--- config.mk ---
export PLATFORM = sky130hd
export DESIGN_NAME = moving_average_filter_core
export DESIGN_NICKNAME = d
export VERILOG_FILES = /design/src/rtl/core/mavg_pkg.sv /design/src/rtl/core/mavg_ram.sv /design/src/rtl/core/moving_average_filter_core.sv
export VERILOG_INCLUDE_DIRS = /design/src /design/src/rtl/core
export SDC_FILE = /design/constraint.sdc
export NUM_CORES = 1
export LEC_CHECK = 0
export ABC_AREA = 1
export BUFFER_PORTS_ARGS = -buffer_cell sky130_fd_sc_hd__clkbuf_2
export CORE_ASPECT_RATIO = 0.8
export CORE_MARGIN = 2
export CORE_UTILIZATION = 60
export CTS_CLUSTER_DIAMETER = 200
export DETAILED_ROUTE_END_ITERATION = 8
export PLACE_DENSITY = 0.77
export SETUP_SLACK_MARGIN = 0.2
export SYNTH_ARGS = -nofsm -noshare
export SYNTH_HDL_FRONTEND = slang
export SYNTH_SLANG_ARGS = --single-unit
--- constraint.sdc ---
create_clock -name clk -period 3.3 [get_ports clk]
set_clock_uncertainty 0.05 [all_clocks]
set_input_delay 0.33 -clock clk [delete_from_list [all_inputs] [get_ports clk]]
set_output_delay 0.33 -clock clk [all_outputs]
set_load 0.005 [all_outputs]
--- src/rtl/core/assert_macros.svh ---
// assertion helpers, clocked on clk and disabled while rst is high
`ifndef ASSERT_MACROS_SVH
`define ASSERT_MACROS_SVH

// property must hold at every edge outside reset
`define ASSERT_HOLDS(lbl, prop, msg) \
  lbl: assert property (@(posedge clk) disable iff (rst) (prop)) else $error(msg);

// condition must never be true outside reset
`define ASSERT_NEVER(lbl, cond, msg) \
  lbl: assert property (@(posedge clk) disable iff (rst) !(cond)) else $error(msg);

`endif

--- src/rtl/core/mavg_pkg.sv ---
package mavg_pkg;

  localparam int MAX_WINDOW   = 32;
  localparam int SAMPLE_W     = 16;
  localparam int CFG_W        = 6;
  localparam int HIST_AW      = (MAX_WINDOW > 1) ? $clog2(MAX_WINDOW) : 1;
  localparam int CNT_W        = $clog2(MAX_WINDOW + 1);
  localparam int SUM_W        = SAMPLE_W + HIST_AW;
  localparam int STEP_W       = $clog2(SUM_W);
  localparam int WINDOW_RESET = 8;

  // window length clamped to 1..MAX_WINDOW
  function automatic logic [CNT_W-1:0] eff_window(input logic [CFG_W-1:0] wl);
    logic [CNT_W-1:0] n;
    if (wl == '0) begin
      n = CNT_W'(1);
    end else if (int'(wl) > MAX_WINDOW) begin
      n = CNT_W'(MAX_WINDOW);
    end else begin
      n = CNT_W'(int'(wl));
    end
    return n;
  endfunction

endpackage

--- src/rtl/core/mavg_ram.sv ---
module mavg_ram #(
  parameter int WIDTH = 16,
  parameter int DEPTH = 32,
  parameter int AW    = (DEPTH > 1) ? $clog2(DEPTH) : 1
) (
  input  logic             clk,
  input  logic             we,
  input  logic [AW-1:0]    waddr,
  input  logic [WIDTH-1:0] wdata,
  input  logic [AW-1:0]    raddr,
  output logic [WIDTH-1:0] rdata
);

  logic [WIDTH-1:0] mem [DEPTH];

  always_ff @(posedge clk) begin
    if (we) begin
      mem[waddr] <= wdata;
    end
    rdata <= mem[raddr];
  end

endmodule

--- src/rtl/core/moving_average_filter_core.sv ---
// channel  | dir | tdata bits        | tuser / tlast
// s_axis   | in  | [15:0] sample     | none
// m_axis   | out | [15:0] average    | none
// cfg      | in  | [5:0] window_len  | write enable only
//
// a request goes from accept to the result register: one cycle per history
// read through the sample memory port for its n words (n = window length,
// 1..32), then one quotient bit per cycle of the divider over the 21-bit sum.
// rst is synchronous: history reads as zero until written, window length 8.
// a finished result waits in the output register; the next sample is taken
// meanwhile, and the divider holds its result until the register is free.
`include "assert_macros.svh"

module moving_average_filter_core
  import mavg_pkg::*;
(
  input  logic                clk,
  input  logic                rst,
  input  logic                s_axis_tvalid,
  output logic                s_axis_tready,
  input  logic [15:0]         s_axis_tdata,  // [15:0] sample
  output logic                m_axis_tvalid,
  input  logic                m_axis_tready,
  output logic [15:0]         m_axis_tdata,  // [15:0] average
  input  logic                cfg_wr_en,
  input  logic [CFG_W-1:0]    cfg_wr_data
);

  localparam logic [2:0] S_IDLE = 3'd0;
  localparam logic [2:0] S_SUM  = 3'd1;
  localparam logic [2:0] S_PREP = 3'd2;
  localparam logic [2:0] S_DIV  = 3'd3;
  localparam logic [2:0] S_OUT  = 3'd4;

  logic [2:0]            state;
  logic [CFG_W-1:0]      window_len;
  logic [CNT_W-1:0]      n_eff;
  logic [HIST_AW-1:0]    wp;
  logic [HIST_AW-1:0]    rd_ptr;
  logic [MAX_WINDOW-1:0] hvalid;
  logic                  rd_vld;
  logic [SAMPLE_W-1:0]   rdata;
  logic [CNT_W-1:0]      cnt;
  logic signed [SUM_W-1:0] acc;
  logic [SUM_W-1:0]      quo;
  logic [CNT_W-1:0]      rem;
  logic [STEP_W-1:0]     step;
  logic                  neg;
  logic                  accept;
  logic [SAMPLE_W-1:0]   hist_word;
  logic [CNT_W:0]        trial;
  logic                  trial_ge;
  logic [SUM_W-1:0]      quo_next;
  logic [SUM_W-1:0]      signed_quo;

  assign accept        = s_axis_tvalid && s_axis_tready;
  assign s_axis_tready = (state == S_IDLE);
  assign n_eff         = eff_window(window_len);

  mavg_ram #(
    .WIDTH (SAMPLE_W),
    .DEPTH (MAX_WINDOW)
  ) u_hist (
    .clk   (clk),
    .we    (accept),
    .waddr (wp),
    .wdata (s_axis_tdata),
    .raddr (rd_ptr),
    .rdata (rdata)
  );

  // never-written entries read as zero
  assign hist_word = rd_vld ? rdata : '0;

  // restoring divide step
  assign trial    = {rem, quo[SUM_W-1]};
  assign trial_ge = (trial >= {1'b0, n_eff});
  assign quo_next = {quo[SUM_W-2:0], trial_ge};
  assign signed_quo = neg ? (~quo + SUM_W'(1)) : quo;

  always_ff @(posedge clk) begin
    if (rst) begin
      state         <= S_IDLE;
      window_len    <= CFG_W'(WINDOW_RESET);
      wp            <= '0;
      hvalid        <= '0;
      m_axis_tvalid <= 1'b0;
    end else begin
      if (cfg_wr_en) begin
        window_len <= cfg_wr_data;
      end
      // a new result in S_OUT takes over the register in the same cycle
      if (m_axis_tvalid && m_axis_tready && (state != S_OUT)) begin
        m_axis_tvalid <= 1'b0;
      end

      unique case (state)
        S_IDLE: begin
          if (accept) begin
            hvalid[wp] <= 1'b1;
            state      <= S_SUM;
          end
        end
        S_SUM: begin
          if (cnt == n_eff) begin
            wp    <= (int'(wp) == MAX_WINDOW - 1) ? '0 : wp + HIST_AW'(1);
            state <= S_PREP;
          end
        end
        S_PREP: begin
          state <= S_DIV;
        end
        S_DIV: begin
          if (int'(step) == SUM_W - 1) begin
            state <= S_OUT;
          end
        end
        S_OUT: begin
          if (!m_axis_tvalid || m_axis_tready) begin
            m_axis_tvalid <= 1'b1;
            state         <= S_IDLE;
          end
        end
        default: begin
          state <= S_IDLE;
        end
      endcase
    end
  end

  // datapath
  always_ff @(posedge clk) begin
    rd_vld <= hvalid[rd_ptr];
    unique case (state)
      S_IDLE: begin
        rd_ptr <= wp;
        cnt    <= '0;
        acc    <= '0;
      end
      S_SUM: begin
        // read issued at cnt, its word lands in the next cycle
        if (cnt != '0) begin
          acc <= acc + SUM_W'(signed'(hist_word));
        end
        if (cnt != n_eff) begin
          rd_ptr <= (rd_ptr == '0) ? HIST_AW'(MAX_WINDOW - 1) : rd_ptr - HIST_AW'(1);
          cnt    <= cnt + CNT_W'(1);
        end
      end
      S_PREP: begin
        neg  <= acc[SUM_W-1];
        quo  <= acc[SUM_W-1] ? (~acc + SUM_W'(1)) : acc;
        rem  <= '0;
        step <= '0;
      end
      S_DIV: begin
        quo  <= quo_next;
        rem  <= trial_ge ? CNT_W'(trial - {1'b0, n_eff}) : trial[CNT_W-1:0];
        step <= step + STEP_W'(1);
      end
      S_OUT: begin
        if (!m_axis_tvalid || m_axis_tready) begin
          m_axis_tdata <= signed_quo[SAMPLE_W-1:0];
        end
      end
      default: begin
        cnt <= '0;
      end
    endcase
  end

  `ASSERT_HOLDS(a_accept_starts_sum, accept |=> (state == S_SUM), "accept must start summing")
  `ASSERT_NEVER(a_cnt_in_window, (state == S_SUM) && (cnt > n_eff), "sum count past window")
  `ASSERT_NEVER(a_step_bound, (state == S_DIV) && (int'(step) >= SUM_W), "divider overran")
  `ASSERT_HOLDS(a_result_from_out, $rose(m_axis_tvalid) |-> ($past(state) == S_OUT),
                "result shown without finishing divide")

endmodule
==> flow_summary.yaml <==
clock_network:
  cts_tree: "done"
  cts_made_buffers: 59
  h-tree-depth: 2
  insertion_delay_ns: 0.64
  postCtsSetupBuffers: 0
  cts_root_buf: "clkbuf_16"
  cts_buffer_depth: 3
  post_cts_resized: 0
  clkSinkCount: 657
  cts_hold_buffers: 11
  clkTransAtPathRegs_ns: 0.07
routing:
  wire_per_inst_um: 21.92
  dr.pass1.iters: 5
  wirelength_um: 71210
  met2WireLength_um: 32980
  drtAntennaViolNets: 0
  routed-wl-met3_um: 7616
  vias: 19970
  viasPerCell: 6.148
  drtIter0Drc: 2229
  routed.top_layer: "met5"
  drc: 0
  drt-met1-wl_um: 28260
logic_synthesis:
  synth_xor_area_frac: 0.01024
  synth-compound-area-share: 0.1175
  yosysSeqAreaShare: 0.6764
  synth_top_area_frac: 0.6310
  synthCells: 2524
  synthMuxAreaShare: 0
  synthesis.nets: 2593
  netlist_top_cells_count: "593 x edfxtp_1, 512 x nor2_1, 330 x o21ai_0"
  yosysWarningCount: 0
  synth-async-reset-ratio: 0
  synth_edf_count: 593
  syn_area_per_cell_um2: 11.18
  synth_cell_types: 43
  ys.flop_type: "edfxtp_1"
  synth_fa_ha_area_frac: 0.01915
  yosys.area_share.simple: 0.1303
  synth.most_common_cell: "edfxtp_1"
  yosysTopAreaCell: "edfxtp_1"
  netlist_top_cells_area: "edfxtp_1 63%, nor2_1 6.8%, o21ai_0 5.9%"
  synth_top_family_by_area: "simple AND/OR/NAND/NOR gates"
  synthesis.area_um2: 28220
  yosys_register_bits: 657
job:
  timing.max_cap.violations: 0
status:
  outcome: "finished, final reports clean"
sta:
  slew_viol_final: 0
  hold_viol: 0
  slew_headroom: 0.3936
  fmax_mhz: 375.7
  rsz0062_at_grt: "false"
  tns_ns: 0
  post-route-min-period_ns: 2.661
  min_period_over_period: 0.8065
  setup_viol: 0
  tightest_slew_ns: 0.9086
power_and_ir_drop:
  pwr-share-clk: 0.297
  p_leak_nw: 11.21
  comb_power_share: 0.278
  switching_power_w: 0.008227
  p_int_w: 0.01555
  seqPwrFrac: 0.425
  max-vdd-ir-drop_uv: 784.2
  powerDensity_nw_per_um2: 762.5
  swShare: 0.3461
  finalPower_w: 0.02377
worst_setup_path:
  cp-start-kind: "flip-flop"
  crit_slowest_cell: "nor2_1"
  worst_setup_path_end_kind: "flip-flop"
  crit_type: "reg -> reg"
  critPathRequiredTime_ns: 3.55
  cp_common_cell: "nor2_1"
  worstPathArrival_ns: 2.91
  cp_max_fo: 13
  cp_cell_sequence: "nor2_1 -> inv_1 -> nor2_1 -> nand2_1 -> inv_1 -> nand2_1 -> nor2_1 -> buf_4"
  slowest_delay_ns: 0.47
floorplanning:
  die_w_um: 246.5
  die_y_um: 198.0
  die_area_um2: 48800
  core_area_um2: 46730
  initial_core_util: 0.6040
  rows: 71
  io_pins: 45
worst_hold_path:
  worstHoldPathType: "in -> reg"
final_layout:
  nFillCells: 3370
  num-nets-final: 2647
  drive_above_1_share: 0.08486
  area_delta_synth_final_pct: 10.47
grt:
  overflow: 0
  antenna_found_initial: 1
  grt_pass1_vias: 19450
  grt_pass1_wl_um: 109500
  grt_usage: 0.2956
  grt_max_degree: 156
placement:
  dp_hpwl_um: 43730
  portBuffers: 44
  place.gp.congestion: 0.8886
cell families after synthesis:
| kind of cell | count (synthesis) |
|---|---|
| AND/OR/NAND/NOR | 912 |
| flip-flops | 657 |
| AO/OA/AOI/OAI | 597 |
| buffers and inverters | 283 |
| adder cells (fa/ha/maj) | 42 |
| XOR/XNOR | 33 |
sequential cells by signal, summed over array words and instances, names as in the netlist:
register and cells:
u_hist.mem 512, hvalid 32, acc 21, quo 21, m_axis_tdata 16, u_hist.rdata 16
cnt 6, rem 6, window_len 6, rd_ptr 5, step 5, wp 5
state 3, m_axis_tvalid 1, neg 1, rd_vld 1
metrics by stage:
stage / hold WS [ns] / instance area (um^2) / worst slack, ns / cells / utilization
final: 0.06174 / 31180 / 0.6385 / 3249 / 0.6672
after global routing: 0.09632 / 31170 / 0.4556 / 3248 / 0.6672
after CTS: 0.03540 / 31170 / 0.6793 / 3248 / 0.6672
after detailed placement: 0.4003 / 29070 / 0.7257 / 3126 / 0.6221
after global placement: 0.3890 / 29070 / 0.8095 / 3126 / 0.6221
after floorplan: 0.3764 / 28220 / 1.038 / 2524 / -
cell usage in the layout, fill, tap and decap left out, types with 5 or more instances in the layout:
cell type,n
clkbuf_1,10
clkinvlp_4,7
nor2_1,510
nor2_2,6
nor3_1,18
ha_1,40
o22ai_1,71
bufinv_16,7
nand2_1,255
o21ai_1,46
dlygate4sd3_1,11
o21ai_0,330
a21oi_1,56
nand4_1,30
o211ai_1,60
dfxtp_1,64
clkinv_2,13
a31oi_1,8
xnor2_1,9
o221ai_1,9
buf_4,64
nand3_1,84
inv_1,147
clkinv_1,7
clkbuf_2,44
clkbuf_16,59
edfxtp_1,593
xor2_1,24
buf_12,5
path summary, 6_finish.rpt:
path	startpoint	end	slack, ns	cells past startpoint
worst max register to register	state[2]	u_hist.mem[9][15]	0.64	8
worst max-delay path	state[2]	u_hist.mem[9][15]	0.64	8
worst min register to register	quo[0]	m_axis_tdata[0]	0.41	0
worst min-delay path	cfg_wr_en	window_len[4]	0.06	3
power groups by stage:
stage	clock network (W)	registers, W	logic [W]
floorplan	0	0.00997	0.00471
global placement	0	0.0102	0.00626
detailed placement	0	0.0103	0.00645
CTS	0.00710	0.0101	0.00653
global route	0.00742	0.0101	0.00734
finish	0.00706	0.0101	0.00662
final cells by class:
class                           count  area (um^2)  share of cell area
Tap cell                          620        775.7             0.02488
Multi-Input combinational cell   1584         7829              0.2511
Inverter                          152        575.6             0.01846
Clock buffer                       72         1555             0.04988
Clock inverter                     39        440.4             0.01413
Antenna cell                        1        2.502          0.00008026
Sequential cell                   657        19090              0.6122
Timing Repair Buffer              124        910.9             0.02922
routing by layer:
metal  up-vias  GRT usage
met1      9628     0.4079
met3       138    0.05056
li1       9063          -
met5         -          0
met4         2     0.1109
met2      1143     0.4757
critical path, delay by kind of cell (launching register included):
family | cells | cell delay [ns]
buffers and inverters | 3 | 0.57
DFF | 1 | 0.36
and+or+nand+nor | 5 | 1.34
No activity file was read; power rests on OpenSTA's default activity.
